File: src/design/periodic_timer_slot_scheduler_macros.svh
// Assertion macros for the periodic timer slot scheduler
`ifndef PERIODIC_TIMER_SLOT_SCHEDULER_MACROS_SVH
`define PERIODIC_TIMER_SLOT_SCHEDULER_MACROS_SVH

`ifndef SYNTH
`define PTSS_ASSERT_IMP(lbl, clk, rst, ante, cons, msg) \
  lbl: assert property (@(posedge clk) disable iff (rst) (ante) |-> (cons)) else $error(msg);
`define PTSS_ASSERT_NXT(lbl, clk, rst, ante, cons, msg) \
  lbl: assert property (@(posedge clk) disable iff (rst) (ante) |=> (cons)) else $error(msg);
`else
`define PTSS_ASSERT_IMP(lbl, clk, rst, ante, cons, msg)
`define PTSS_ASSERT_NXT(lbl, clk, rst, ante, cons, msg)
`endif

`endif

File: src/design/ptss_pkg.sv
`default_nettype none
package ptss_pkg;

  localparam int NUM_SLOTS   = 8;
  localparam int SLOT_W      = (NUM_SLOTS > 1) ? $clog2(NUM_SLOTS) : 1;
  localparam int MAX_RESULTS = 8;
  localparam int FIRE_CNT_W  = $clog2(MAX_RESULTS + 1);
  localparam int CNT_W       = 16;
  localparam int HDL_W       = 16;
  localparam int ID_W        = 3;

  localparam logic [CNT_W-1:0] CNT_MAX = '1;

  localparam logic [1:0] REQ_TICK     = 2'd0;
  localparam logic [1:0] REQ_REGISTER = 2'd1;
  localparam logic [1:0] REQ_REMOVE   = 2'd2;

  localparam logic [1:0] KIND_REGISTERED = 2'd0;
  localparam logic [1:0] KIND_FULL       = 2'd1;
  localparam logic [1:0] KIND_FIRED      = 2'd2;

  typedef struct packed {
    logic [1:0]       req_type;
    logic [7:0]       slot;
    logic [CNT_W-1:0] period;
    logic [HDL_W-1:0] handle;
  } req_t;

  typedef struct packed {
    logic [1:0]       kind;
    logic [ID_W-1:0]  slot_id;
    logic [HDL_W-1:0] fired_handle;
    logic             last;
  } res_t;

  typedef enum logic [2:0] {
    ST_IDLE,
    ST_RSCAN,
    ST_REMOVE,
    ST_TSCAN,
    ST_TDRAIN,
    ST_ESCAN,
    ST_EDRAIN
  } state_t;

  typedef struct packed {
    logic accept;
    logic idx_clr;
    logic idx_inc;
    logic reg_wr;
    logic full_ld;
    logic rem_wr;
    logic tick_rd;
    logic emit_rd;
  } ctrl_cmd_t;

  typedef struct packed {
    logic free;
    logic idx_last;
  } ctrl_sts_t;

endpackage
`default_nettype wire

File: src/design/ptss_ram.sv
`default_nettype none
module ptss_ram #(
  parameter int WIDTH = 16,
  parameter int DEPTH = 8
) (
  input  wire logic                                    clk,
  input  wire logic                                    we,
  input  wire logic [((DEPTH > 1) ? $clog2(DEPTH) : 1)-1:0] waddr,
  input  wire logic [WIDTH-1:0]                        wdata,
  input  wire logic [((DEPTH > 1) ? $clog2(DEPTH) : 1)-1:0] raddr,
  output logic      [WIDTH-1:0]                        rdata
);

  logic [WIDTH-1:0] mem [DEPTH];

  always_ff @(posedge clk) begin
    if (we) begin
      mem[waddr] <= wdata;
    end
    rdata <= mem[raddr];
  end

endmodule
`default_nettype wire

File: src/design/ptss_ctrl.sv
`default_nettype none
module ptss_ctrl (
  input  wire logic                  clk,
  input  wire logic                  rst,
  input  wire logic                  start,
  input  wire logic [1:0]            req_type,
  input  wire ptss_pkg::ctrl_sts_t   sts,
  output ptss_pkg::ctrl_cmd_t        cmd,
  output logic                       busy
);

  ptss_pkg::state_t state, state_next;

  always_ff @(posedge clk) begin
    if (rst) begin
      state <= ptss_pkg::ST_IDLE;
    end else begin
      state <= state_next;
    end
  end

  always_comb begin
    state_next = state;
    cmd        = '0;
    busy       = 1'b1;
    unique case (state)
      ptss_pkg::ST_IDLE: begin
        busy        = 1'b0;
        cmd.idx_clr = 1'b1;
        if (start) begin
          cmd.accept = 1'b1;
          priority case (req_type)
            ptss_pkg::REQ_TICK:     state_next = ptss_pkg::ST_TSCAN;
            ptss_pkg::REQ_REGISTER: state_next = ptss_pkg::ST_RSCAN;
            ptss_pkg::REQ_REMOVE:   state_next = ptss_pkg::ST_REMOVE;
            default:                state_next = ptss_pkg::ST_IDLE;
          endcase
        end
      end
      ptss_pkg::ST_RSCAN: begin
        priority if (sts.free) begin
          cmd.reg_wr = 1'b1;
          state_next = ptss_pkg::ST_IDLE;
        end else if (sts.idx_last) begin
          cmd.full_ld = 1'b1;
          state_next  = ptss_pkg::ST_IDLE;
        end else begin
          cmd.idx_inc = 1'b1;
        end
      end
      ptss_pkg::ST_REMOVE: begin
        cmd.rem_wr = 1'b1;
        state_next = ptss_pkg::ST_IDLE;
      end
      ptss_pkg::ST_TSCAN: begin
        cmd.tick_rd = 1'b1;
        if (sts.idx_last) begin
          cmd.idx_clr = 1'b1;
          state_next  = ptss_pkg::ST_TDRAIN;
        end else begin
          cmd.idx_inc = 1'b1;
        end
      end
      ptss_pkg::ST_TDRAIN: begin
        state_next = ptss_pkg::ST_ESCAN;
      end
      ptss_pkg::ST_ESCAN: begin
        cmd.emit_rd = 1'b1;
        if (sts.idx_last) begin
          state_next = ptss_pkg::ST_EDRAIN;
        end else begin
          cmd.idx_inc = 1'b1;
        end
      end
      ptss_pkg::ST_EDRAIN: begin
        state_next = ptss_pkg::ST_IDLE;
      end
      default: begin
        state_next = ptss_pkg::ST_IDLE;
      end
    endcase
  end

endmodule
`default_nettype wire

File: src/design/ptss_datapath.sv
`default_nettype none
`include "periodic_timer_slot_scheduler_macros.svh"
module ptss_datapath (
  input  wire logic                  clk,
  input  wire logic                  rst,
  input  wire ptss_pkg::req_t        req,
  input  wire ptss_pkg::ctrl_cmd_t   cmd,
  output ptss_pkg::ctrl_sts_t        sts,
  output logic                       res_strobe,
  output ptss_pkg::res_t             res
);

  localparam int N  = ptss_pkg::NUM_SLOTS;
  localparam int SW = ptss_pkg::SLOT_W;

  ptss_pkg::req_t rq;

  logic [SW-1:0] idx, idx_d;
  logic          tick_pend, emit_pend;
  logic [N-1:0]  active, per_vld, cnt_vld, fire;
  logic [ptss_pkg::FIRE_CNT_W-1:0] fire_cnt;
  logic          res_valid, res_valid_next;
  ptss_pkg::res_t res_next;

  logic [ptss_pkg::CNT_W-1:0] per_q, cnt_q, per_rd, cnt_rd, cnt_inc;
  logic [ptss_pkg::HDL_W-1:0] hdl_q;

  logic          rem_ok, due, fire_ok, emit_hit;
  logic [SW-1:0] rem_idx;
  logic [N-1:0]  fire_rest;

  logic                       per_we, cnt_we;
  logic [SW-1:0]              per_waddr, cnt_waddr;
  logic [ptss_pkg::CNT_W-1:0] per_wdata, cnt_wdata;

  assign rem_ok  = rq.slot < 8'(N);
  assign rem_idx = rq.slot[SW-1:0];

  assign per_rd  = per_vld[idx_d] ? per_q : '0;
  assign cnt_rd  = cnt_vld[idx_d] ? cnt_q : '0;
  assign cnt_inc = (cnt_rd == ptss_pkg::CNT_MAX) ? cnt_rd : cnt_rd + 1'b1;
  assign due     = active[idx_d] && (cnt_inc >= per_rd);
  assign fire_ok = tick_pend && due &&
                   (fire_cnt < ptss_pkg::FIRE_CNT_W'(ptss_pkg::MAX_RESULTS));
  assign emit_hit = emit_pend && fire[idx_d];

  always_comb begin
    fire_rest        = fire;
    fire_rest[idx_d] = 1'b0;
  end

  assign per_we    = cmd.reg_wr || (cmd.rem_wr && rem_ok);
  assign per_waddr = cmd.reg_wr ? idx : rem_idx;
  assign per_wdata = cmd.reg_wr ? rq.period : '0;

  assign cnt_we    = cmd.reg_wr || tick_pend;
  assign cnt_waddr = cmd.reg_wr ? idx : idx_d;
  assign cnt_wdata = (cmd.reg_wr || fire_ok) ? '0 : cnt_inc;

  ptss_ram #(.WIDTH(ptss_pkg::CNT_W), .DEPTH(N)) u_period_ram (
    .clk   (clk),
    .we    (per_we),
    .waddr (per_waddr),
    .wdata (per_wdata),
    .raddr (idx),
    .rdata (per_q)
  );

  ptss_ram #(.WIDTH(ptss_pkg::CNT_W), .DEPTH(N)) u_count_ram (
    .clk   (clk),
    .we    (cnt_we),
    .waddr (cnt_waddr),
    .wdata (cnt_wdata),
    .raddr (idx),
    .rdata (cnt_q)
  );

  ptss_ram #(.WIDTH(ptss_pkg::HDL_W), .DEPTH(N)) u_handle_ram (
    .clk   (clk),
    .we    (cmd.reg_wr),
    .waddr (idx),
    .wdata (rq.handle),
    .raddr (idx),
    .rdata (hdl_q)
  );

  always_comb begin
    res_valid_next = 1'b0;
    res_next       = res;
    priority if (cmd.reg_wr) begin
      res_valid_next        = 1'b1;
      res_next.kind         = ptss_pkg::KIND_REGISTERED;
      res_next.slot_id      = ptss_pkg::ID_W'(idx);
      res_next.fired_handle = '0;
      res_next.last         = 1'b1;
    end else if (cmd.full_ld) begin
      res_valid_next        = 1'b1;
      res_next.kind         = ptss_pkg::KIND_FULL;
      res_next.slot_id      = '0;
      res_next.fired_handle = '0;
      res_next.last         = 1'b1;
    end else if (emit_hit) begin
      res_valid_next        = 1'b1;
      res_next.kind         = ptss_pkg::KIND_FIRED;
      res_next.slot_id      = ptss_pkg::ID_W'(idx_d);
      res_next.fired_handle = hdl_q;
      res_next.last         = (fire_rest == '0);
    end else begin
      res_valid_next = 1'b0;
    end
  end

  always_ff @(posedge clk) begin
    if (cmd.accept) begin
      rq <= req;
    end
    idx_d <= idx;
    res   <= res_next;
  end

  always_ff @(posedge clk) begin
    if (rst) begin
      idx       <= '0;
      tick_pend <= 1'b0;
      emit_pend <= 1'b0;
      active    <= '0;
      per_vld   <= '0;
      cnt_vld   <= '0;
      fire      <= '0;
      fire_cnt  <= '0;
      res_valid <= 1'b0;
    end else begin
      tick_pend <= cmd.tick_rd;
      emit_pend <= cmd.emit_rd;
      res_valid <= res_valid_next;
      priority if (cmd.idx_clr) begin
        idx <= '0;
      end else if (cmd.idx_inc) begin
        idx <= idx + 1'b1;
      end
      if (cmd.accept) begin
        fire     <= '0;
        fire_cnt <= '0;
      end
      if (cmd.reg_wr) begin
        active[idx]  <= 1'b1;
        per_vld[idx] <= 1'b1;
        cnt_vld[idx] <= 1'b1;
      end
      if (cmd.rem_wr && rem_ok) begin
        active[rem_idx]  <= 1'b0;
        per_vld[rem_idx] <= 1'b1;
      end
      if (tick_pend) begin
        cnt_vld[idx_d] <= 1'b1;
      end
      if (fire_ok) begin
        fire[idx_d] <= 1'b1;
        fire_cnt    <= fire_cnt + 1'b1;
      end
      if (emit_hit) begin
        fire[idx_d] <= 1'b0;
      end
    end
  end

  assign sts.free     = !active[idx];
  assign sts.idx_last = (idx == SW'(N - 1));
  assign res_strobe   = res_valid;

  `PTSS_ASSERT_IMP(a_notlast_is_fire, clk, rst, res_valid && !res.last, res.kind == ptss_pkg::KIND_FIRED, "non-final item is not a fire")
  `PTSS_ASSERT_NXT(a_single_answer, clk, rst, res_valid && (res.kind != ptss_pkg::KIND_FIRED), !res_valid, "item follows a single answer")
  `PTSS_ASSERT_IMP(a_more_pending, clk, rst, res_valid && (res.kind == ptss_pkg::KIND_FIRED) && !res.last, fire != '0, "fire not last but none pending")
  `PTSS_ASSERT_IMP(a_fire_cap, clk, rst, tick_pend, fire_cnt <= ptss_pkg::FIRE_CNT_W'(ptss_pkg::MAX_RESULTS), "fire count above cap")

endmodule
`default_nettype wire

File: src/design/periodic_timer_slot_scheduler.sv
// Tick: busy for one pass over the slot RAMs to age the counts, then one pass to
//   read handles; fire items come from the second pass.
// Register: busy while it scans for a free slot, item on res in the
//   cycle after the last scan step. Remove: writes the slot, no item.
// Results appear one per cycle on res for one cycle each; the receiver cannot stall.
// Reset (rst, synchronous): all slots free, periods and counts read as zero.
`default_nettype none
module periodic_timer_slot_scheduler (
  input  wire logic             clk,
  input  wire logic             rst,
  input  wire logic             start,
  input  wire ptss_pkg::req_t   req,
  output logic                  busy,
  output logic                  res_strobe,
  output ptss_pkg::res_t        res
);

  ptss_pkg::ctrl_cmd_t cmd;
  ptss_pkg::ctrl_sts_t sts;

  ptss_ctrl u_ctrl (
    .clk      (clk),
    .rst      (rst),
    .start    (start),
    .req_type (req.req_type),
    .sts      (sts),
    .cmd      (cmd),
    .busy     (busy)
  );

  ptss_datapath u_datapath (
    .clk        (clk),
    .rst        (rst),
    .req        (req),
    .cmd        (cmd),
    .sts        (sts),
    .res_strobe (res_strobe),
    .res        (res)
  );

endmodule
`default_nettype wire

File: config.mk
export PLATFORM = sky130hd
export DESIGN_NAME = periodic_timer_slot_scheduler
export DESIGN_NICKNAME = d
export VERILOG_FILES = /design/src/design/ptss_pkg.sv /design/src/design/ptss_ram.sv /design/src/design/ptss_ctrl.sv /design/src/design/ptss_datapath.sv /design/src/design/periodic_timer_slot_scheduler.sv
export VERILOG_INCLUDE_DIRS = /design/src /design/src/design
export SDC_FILE = /design/constraint.sdc
export NUM_CORES = 1
export LEC_CHECK = 0
export ABC_AREA = 0
export BUFFER_PORTS_ARGS = -buffer_cell sky130_fd_sc_hd__clkbuf_2
export CORE_MARGIN = 2
export CORE_UTILIZATION = 60
export CTS_BUF_LIST = sky130_fd_sc_hd__clkbuf_16
export DETAILED_ROUTE_END_ITERATION = 8
export GPL_TIMING_DRIVEN = 0
export PLACE_DENSITY = 0.87
export SLEW_MARGIN = 40
export SYNTH_ARGS = -nofsm -noshare
export SYNTH_HDL_FRONTEND = slang
export SYNTH_SLANG_ARGS = --single-unit
export TNS_END_PERCENT = 30
File: constraint.sdc
create_clock -name clk -period 5 [get_ports clk]
set_input_delay 1 -clock clk [delete_from_list [all_inputs] [get_ports clk]]
set_output_delay 1 -clock clk [all_outputs]
set_load 0.005 [all_outputs]
==> flow_summary.rst, run 1 <==
.. list-table::
   :header-rows: 1

   * - Metric
     - Value
   * - Worst-Skew Late Latency
     - 610 ps
   * - Final non-filler cell total
     - 1834
   * - Remaining routing DRC violations
     - 0
   * - Synthesis Warnings
     - 0
   * - Time the final worst path needs with I/O delays and setup
     - 4930 ps
   * - Total clock buffers created by CTS
     - 52
   * - Width of the die
     - 191 µm
   * - Detail Route Antenna Nets
     - 0
   * - Starting Density
     - 60.8%
   * - Library cells used by synthesis
     - 57
   * - Worst-case hold slack
     - 367 ps
   * - Clock-pin slew of the registers on the worst-case setup and hold paths
     - 70 ps
   * - Count of input and output buffers
     - 68
   * - Worst Setup End Kind
     - register
   * - HPWL Detailed
     - 29900 µm
   * - Total gr overflow
     - 0
   * - Placed instance count
     - 1734
   * - Final Skew
     - 28.2 ps
   * - Most common flop cell mapped by yosys
     - edfxtp_1
   * - Startpoint type of the worst setup path
     - register
   * - Slew at the pin with the worst max-slew slack
     - 869 ps
   * - Part of the total power dissipated in combinational logic
     - 3.6%
   * - Maximum clock frequency
     - 203 MHz
   * - Net switching power figure
     - 1880 µW
   * - Cell at the slowest stage of the critical path
     - nor2_1
   * - Vertical die dimension
     - 191 µm
   * - Proportion of synthesized chip area in sequential cells
     - 72.2%
   * - Count of vias placed by the detailed router
     - 11800
   * - Hold-critical path endpoint
     - u_datapath.idx_d[0]
   * - Beginning of the worst hold path
     - u_datapath.idx[0]
   * - # rows
     - 68
   * - Final critical-path share of the clock period
     - 98.7%
   * - Master cell of the clock root buffer
     - clkbuf_16
   * - Final hold vios
     - 0
   * - Max Cap Viol
     - 0
   * - Count of TritonRoute iterations in the first routing pass
     - 6
   * - Share of total power consumed by net switching
     - 20.2%
   * - Max Buffers Root-to-Sink
     - 3
   * - Cell area after layout
     - 24100 µm²
   * - Wire length of the first global-routing pass
     - 70800 µm
   * - Req. time, crit path
     - 5460 ps
   * - Max H-tree Level
     - 2
   * - Post-Synthesis Cells
     - 1200
   * - Ys async rst share
     - 0%
   * - Critical path start-end classification
     - reg2reg
   * - Layout Nets
     - 1402
   * - Core region area
     - 34500 µm²
   * - Number of synthesized flops with an enable pin
     - 427
   * - Class of the tightest hold or removal check
     - reg2reg
   * - Setup slack, reg-to-reg
     - 70 ps
   * - CP max FO
     - 10
   * - Io pins
     - 69
   * - CTS tree
     - done
   * - Routed wire length
     - 47500 µm
   * - Startpoint of the lowest-slack register-to-register path
     - u_datapath.idx_d[2]
   * - Internal
     - 7420 µW
   * - Worst EP arrival
     - 5390 ps
   * - Cell Chain, Critical Path
     - buf_2, inv_1, mux2i_4, buf_6, buf_4, nor2b_1, ha_1, nand4_1, nor2_4, nand3_1, xor2_1, nor2_1, ha_1, nor2b_1, o21ai_0, a41oi_2, o21a_1, nor2_4, nor4_4, buf_4
   * - Mapped cell area
     - 20900 µm²
   * - Proportion of power drawn by flip-flops and latches
     - 53.6%
   * - Gate family responsible for the most delay along the worst path
     - simple AND/OR/NAND/NOR gates
   * - Syn nets
     - 1265
   * - Critical path buffers and inverters
     - 5
   * - Clock power frac
     - 42.9%
   * - Slew Limit Headroom
     - 42.1%
   * - Die ar.
     - 36400 µm²
   * - Detailed router's first-iteration violation count
     - 1462
   * - Share of post-route cells with drive strength above 1
     - 28.7%
   * - Outcome
     - finished, final reports clean
   * - Synth-to-Final Area Change
     - 15.2%
   * - Weighted congestion at the end of routability-driven global placement
     - 0.910
   * - Largest net degree at the start of global routing
     - 26
   * - Worst stage delay on the critical path
     - 410 ps
   * - Area after DPL
     - 22200 µm²
   * - Avg Cell Area, Syn
     - 17.5 µm²
   * - Overall track demand over capacity in global routing
     - 26.7%
   * - Number of antenna violations at the first check in global routing
     - 0
   * - Worst hold path stage count
     - 0
   * - Clock sink total
     - 542
   * - Number of storage elements in the synthesis netlist
     - 542
   * - Via/cell ratio
     - 6.42
   * - Final setup vio count
     - 0
   * - Terminus of the critical flop-to-flop path
     - u_datapath.u_count_ram.mem[3][5]
   * - Total leakage power
     - 0.00818 µW
   * - Vias in the first global route
     - 12000
   * - Final count of pins violating max slew
     - 0
   * - Worst VDD drop
     - 354 µV
   * - Routed length per instance
     - 25.9 µm
   * - Power density cells
     - 386 nW/µm²
   * - R2R cell count
     - 20
-- worst register-to-register path, stage by stage (launching register included) --
cell and delay (ps):
dfxtp_1 340, buf_2 260, inv_1 210, mux2i_4 270
buf_6 170, buf_4 190, nor2b_1 130, ha_1 250
nand4_1 210, nor2_4 220, nand3_1 200, xor2_1 210
nor2_1 410, ha_1 320, nor2b_1 100, o21ai_0 110
a41oi_2 290, o21a_1 270, nor2_4 110, nor4_4 300
buf_4 200
-- sequential cells by signal, indices dropped and copies added, names as in the netlist --
signal / count
u_datapath.res: 22
u_ctrl.state: 3
u_datapath.idx: 3
u_datapath.cnt_vld: 8
u_datapath.rem_idx: 3
u_datapath.idx_d: 3
u_datapath.emit_pend: 1
u_datapath.active: 8
u_datapath.u_handle_ram.mem: 128
u_datapath.res_strobe: 1
u_datapath.per_vld: 8
u_datapath.fire: 8
u_datapath.u_period_ram.rdata: 16
u_datapath.u_count_ram.rdata: 16
u_datapath.fire_cnt: 4
u_datapath.u_count_ram.mem: 128
u_datapath.rq: 37
u_datapath.tick_pend: 1
u_datapath.u_period_ram.mem: 128
u_datapath.u_handle_ram.rdata: 16
-- cells in the final DEF (no fill, tap or decap), drive strengths merged, types with 3 or more instances in the layout --
master | synthesis | layout
nand2 | 45 | 45
bufinv | 0 | 8
mux2 | 50 | 50
mux2i | 26 | 26
a32oi | 5 | 5
a21oi | 23 | 23
a2111oi | 5 | 5
a22oi | 5 | 5
o21ai | 17 | 17
o22ai | 3 | 3
inv | 23 | 37
and4 | 3 | 3
buf | 38 | 52
nand3 | 15 | 15
a211oi | 10 | 10
nor2 | 84 | 84
o21a | 7 | 7
a31oi | 6 | 6
a311oi | 3 | 3
xor2 | 9 | 9
o2111ai | 5 | 5
nor3b | 3 | 3
nand2b | 7 | 7
nor3 | 27 | 27
dfxtp | 115 | 115
nor4 | 4 | 4
edfxtp | 427 | 427
ha | 20 | 20
nor2b | 10 | 10
or2 | 3 | 3
clkbuf | 27 | 150
o221a | 3 | 3
and3 | 35 | 35
a21o | 4 | 4
and2 | 9 | 9
mux4 | 100 | 100
nand4 | 5 | 5
clkinv | 0 | 17
-- layer usage --
layer | vias up | routed length [µm] | share of wire (%) | global-route usage, %
met5 | - | 0 | 0 | 0
met4 | 0 | 2080 | 4.4 | 13.9
met3 | 160 | 4010 | 8.4 | 4.86
met2 | 675 | 23800 | 50 | 44.0
met1 | 5926 | 17600 | 37 | 34.2
li1 | 5020 | - | - | -
-- power by group through the flow --
stage               Combinational, µW  Sequential (µW)  Clock (µW)
CTS                               302             4980        4030
finish                            332             4980        3990
global placement                  269             5070           0
floorplan                         182             5060           0
detailed placement                290             5070           0
global route                      355             4980        4190
-- repair_timing --
item / CTS / global route
setup buffers: 0 / 4
resized for setup: 17 / 29
setup endpoints to repair: 140 / 136
pin swaps: 1 / 5
hold buffers: 0 / 0
-- synthesized netlist by cell type, drive strengths merged, types with 2 or more instances --
library cell | number | area share, %
edfxtp | 427 | 61
dfxtp | 115 | 11
mux4 | 100 | 11
nor2 | 84 | 1.5
mux2 | 50 | 2.7
nand2 | 45 | 0.81
buf | 38 | 0.87
and3 | 35 | 1.0
clkbuf | 27 | 0.48
nor3 | 27 | 0.65
mux2i | 26 | 1.3
a21oi | 23 | 0.55
inv | 23 | 0.41
ha | 20 | 1.2
o21ai | 17 | 0.41
nand3 | 15 | 0.36
a211oi | 10 | 0.36
nor2b | 10 | 0.30
and2 | 9 | 0.27
xor2 | 9 | 0.38
nand2b | 7 | 0.21
o21a | 7 | 0.25
a31oi | 6 | 0.18
a2111oi | 5 | 0.30
a22oi | 5 | 0.18
a32oi | 5 | 0.21
nand4 | 5 | 0.15
o2111ai | 5 | 0.21
a21o | 4 | 0.14
nor4 | 4 | 0.12
a311oi | 3 | 0.13
and4 | 3 | 0.13
nor3b | 3 | 0.13
o221a | 3 | 0.16
o22ai | 3 | 0.090
or2 | 3 | 0.090
a221oi | 2 | 0.084
a22o | 2 | 0.084
a41o | 2 | 0.096
o311a | 2 | 0.096
xnor2 | 2 | 0.084
-- worst max-delay path by stage --
stage,from,end,slack [ps],cells after the start
after CTS,u_datapath.idx_d[2],u_datapath.u_count_ram.mem[2][13],-5,20
after detailed placement,u_datapath.idx_d[0],u_datapath.u_count_ram.mem[0][13],-620,20
after floorplan,u_datapath.idx_d[0],u_datapath.u_count_ram.mem[0][15],610,19
after global routing,u_datapath.idx_d[2],u_datapath.u_count_ram.mem[1][5],-130,20
final,u_datapath.idx_d[2],u_datapath.u_count_ram.mem[3][5],70,20
after global placement,u_datapath.idx_d[0],u_datapath.u_count_ram.mem[4][5],-800,19
-- stage by stage --
step           total power (µW)  utilization, %  setup TNS (ps)  setup slack (ps)
2_1_floorplan              5240               -               0               612
3_3_place_gp               5340            63.4          -63370              -804
3_5_place_dp               5360            64.4          -70960              -617
4_1_cts                    9310            69.6           -26.7             -4.85
5_1_grt                    9530            70.0           -8220              -130
6_report                   9300            70.0               0              66.5
-- logic make-up after synthesis --
group,after synthesis,synth area share [%]
compound gates,110,3.78
xor+xnor,11,0.460
fa+ha+maj,20,1.20
buf+inv,88,1.76
flops,542,72.2
mux,176,14.7
simple gates,253,5.87
-- cell type report --
| class | count | area, µm² |
|---|---|---|
| multi-input cells | 570 | 5720 |
| repair buffers | 83 | 553 |
| clock buffers | 54 | 1350 |
| flip-flops and latches | 542 | 15100 |
| clock inverters | 41 | 395 |
| well taps | 455 | 569 |
| plain buffers | 65 | 307 |
| diodes | 1 | 2.50 |
| inverters | 23 | 88.8 |
| fillers | 2066 | 10300 |
Note: power is estimated with default switching activity, not from simulation.
==> run 2, diff against run 1 <==
--- a/config.mk
+++ b/config.mk
@@ -7,7 +7,7 @@
 export NUM_CORES = 1
 export LEC_CHECK = 0
 export ABC_AREA = 0
-export BUFFER_PORTS_ARGS = -buffer_cell sky130_fd_sc_hd__clkbuf_2
+export BUFFER_PORTS_ARGS = -buffer_cell sky130_fd_sc_hd__buf_4
 export CORE_MARGIN = 2
 export CORE_UTILIZATION = 60
 export CTS_BUF_LIST = sky130_fd_sc_hd__clkbuf_16
==> run 2 against run 1 <==
Effect of this change:
- cell area fell by 0.39%
- combinational power rose by 2%
- global-route usage fell by 1.0 points
- core utilization fell by 0.27 points
- largest cell class unchanged
- fmax rose by 1.8%
- critical path depth did not move
- critical path type unchanged
==> flow_summary.rst, run 2 (synthesis gave the netlist of run 1 again) <==
.. list-table::
   :header-rows: 1

   * - Metric
     - Value
   * - Vertical die dimension
     - 191 µm
   * - Total leakage power
     - 0.00812 µW
   * - Most common library cell in the layout ignoring fill and taps
     - edfxtp_1
   * - Placed instance count
     - 1730
   * - Synth-to-Final Area Change
     - 14.7%
   * - Clock-pin slew of the registers on the worst-case setup and hold paths
     - 70 ps
   * - Routed length per instance
     - 25.1 µm
   * - Cell Chain, Critical Path
     - buf_2, inv_1, mux2i_4, buf_4, buf_6, nor2b_1, ha_1, nand4_1, nor2_2, nand3_1, nor2_1, mux2_2, ha_1, nand2_1, o21ai_0, a41oi_2, o21a_1, buf_4, a2111oi_0, a41o_1
   * - Max Cap Viol
     - 0
   * - Busiest grt layer
     - met2
   * - Routed wire length
     - 45900 µm
   * - Fill cell instance count of the final layout
     - 2073
   * - Class of the tightest hold or removal check
     - reg2reg
   * - Detail Route Antenna Nets
     - 0
   * - CTS tree
     - done
   * - Final Skew
     - 14.9 ps
   * - Detailed router's first-iteration violation count
     - 1220
   * - Area taken by multi-input logic gates
     - 5700 µm²
   * - Final setup vio count
     - 0
   * - Number of antenna violations at the first check in global routing
     - 1
   * - Met1 demand-to-capacity share in global routing
     - 34.2%
   * - Share of post-route cells with drive strength above 1
     - 28.1%
   * - Io pins
     - 69
   * - Clock sink total
     - 542
   * - Worst EP arrival
     - 5360 ps
   * - Maximum clock frequency
     - 206 MHz
   * - Footprint of the flip-flops and latches
     - 15100 µm²
   * - CTS hold repair buffers
     - 0
   * - Worst VDD drop
     - 329 µV
   * - Outcome
     - finished, final reports clean
   * - Largest net degree at the start of global routing
     - 36
   * - Vias in the first global route
     - 11800
   * - Final non-filler cell total
     - 1830
   * - Final count of pins violating max slew
     - 0
   * - Cell at the slowest stage of the critical path
     - a2111oi_0
   * - CP max FO
     - 10
   * - Core region area
     - 34500 µm²
   * - Width of the die
     - 191 µm
   * - Final critical-path share of the clock period
     - 96.9%
   * - Leading cell types in the layout, fill and taps excluded
     - edfxtp_1, dfxtp_1, mux4_2, buf_4, nor2_1
   * - Slew Limit Headroom
     - 43.7%
   * - # rows
     - 68
   * - Time the final worst path needs with I/O delays and setup
     - 4840 ps
   * - Die ar.
     - 36400 µm²
   * - Worst stage delay on the critical path
     - 480 ps
   * - HPWL Detailed
     - 29200 µm
   * - GRT met2 Usage
     - 42.7%
   * - Max Buffers Root-to-Sink
     - 3
   * - Count of vias placed by the detailed router
     - 11600
   * - Overall track demand over capacity in global routing
     - 25.6%
   * - Count of input and output buffers
     - 68
   * - Master cell of the clock root buffer
     - clkbuf_16
   * - Worst-Skew Late Latency
     - 570 ps
   * - GRT met3 Usage
     - 4.38%
   * - Power density cells
     - 371 nW/µm²
   * - Layout Nets
     - 1398
   * - Number of diodes
     - 0
   * - Weighted congestion at the end of routability-driven global placement
     - 0.934
   * - Final hold vios
     - 0
   * - Max H-tree Level
     - 2
   * - Via/cell ratio
     - 6.32
   * - Slew at the pin with the worst max-slew slack
     - 844 ps
   * - Count of TritonRoute iterations in the first routing pass
     - 5
   * - Critical path start-end classification
     - reg2reg
   * - Total gr overflow
     - 0
   * - Total clock buffers created by CTS
     - 50
   * - Starting Density
     - 60.8%
   * - Wire length of the first global-routing pass
     - 68900 µm
   * - Worst Setup End Kind
     - register
   * - Remaining routing DRC violations
     - 0
   * - Top Registers
     - u_datapath.u_count_ram.mem x128, u_datapath.u_handle_ram.mem x128, u_datapath.u_period_ram.mem x128
   * - Req. time, crit path
     - 5510 ps
   * - Startpoint type of the worst setup path
     - register
   * - Worst-case hold slack
     - 376 ps
run 2: changes by cell type in the layout (fill, tap and decap cells not counted), moves of 2 or more:
cell        change
clkinvlp_4      +3
clkinv_2        +3
clkbuf_2       -67
o21ai_1         -2
clkbuf_4        -2
buf_4          +70
clkinv_1        +2
nor2_1          +2
o21ai_0         +2
bufinv_16       -6
buf_8           -4
run 2: layout make-up:
class | instances | area share [%]
Buffer | 65 | 1.26
Clock buffer | 53 | 5.52
Clock inverter | 41 | 0.974
Inverter | 23 | 0.370
Multi-Input combinational cell | 570 | 23.7
Sequential cell | 542 | 63.0
Tap cell | 455 | 2.37
Timing Repair Buffer | 81 | 2.82
run 2: final timing paths:
| kind | slack [ps] | end | startpoint | cells past startpoint |
|---|---|---|---|---|
| worst min register to register | 380 | u_datapath.idx_d[0] | u_datapath.idx[0] | 0 |
| worst min-delay path | 380 | u_datapath.idx_d[0] | u_datapath.idx[0] | 0 |
| worst max-delay path | 160 | u_datapath.fire_cnt[2] | u_datapath.idx_d[2] | 20 |
| worst max register to register | 160 | u_datapath.fire_cnt[2] | u_datapath.idx_d[2] | 20 |
run 2: metrics by stage:
| step | cell area (µm²) | TNS [ps] | total power, µW | worst slack (ps) | util (%) |
|---|---|---|---|---|---|
| final | 24000 | 0 | 8910 | 155 | 69.7 |
| after global routing | 24000 | -243 | 9150 | -50.7 | 69.7 |
| after CTS | 23900 | 0 | 8930 | 17.2 | 69.4 |
| after detailed placement | 22300 | -86400 | 5380 | -756 | 64.7 |
| after global placement | 22000 | -66450 | 5350 | -766 | 63.9 |
| after floorplan | 20900 | 0 | 5240 | 612 | - |
run 2: where the power goes:
part	leakage, µW	total [µW]	switching (µW)	internal, µW
registers	0.00479	4980	44.9	4930
clock network	0.000817	3590	1580	2010
logic	0.00251	337	203	134
run 2: layer usage:
| layer | part of all wire (%) | vias up |
|---|---|---|
| li1 | - | 5012 |
| met1 | 39 | 5871 |
| met2 | 50 | 582 |
| met3 | 7.7 | 103 |
| met4 | 3.0 | 2 |
| met5 | 0.028 | - |
run 2: critical path: cells and delay by family, from the launching register on:
kind | cells | cell delay, ps
flops | 1 | 330
compound gates | 5 | 1280
mux | 2 | 650
simple gates | 6 | 980
fa+ha+maj | 2 | 570
buf+inv | 5 | 950
run 2: timing repair:
action                     CTS  global route
setup buffers                1             5
pin swaps                    1             4
gates resized for setup     16            18
setup endpoints to repair  140           133
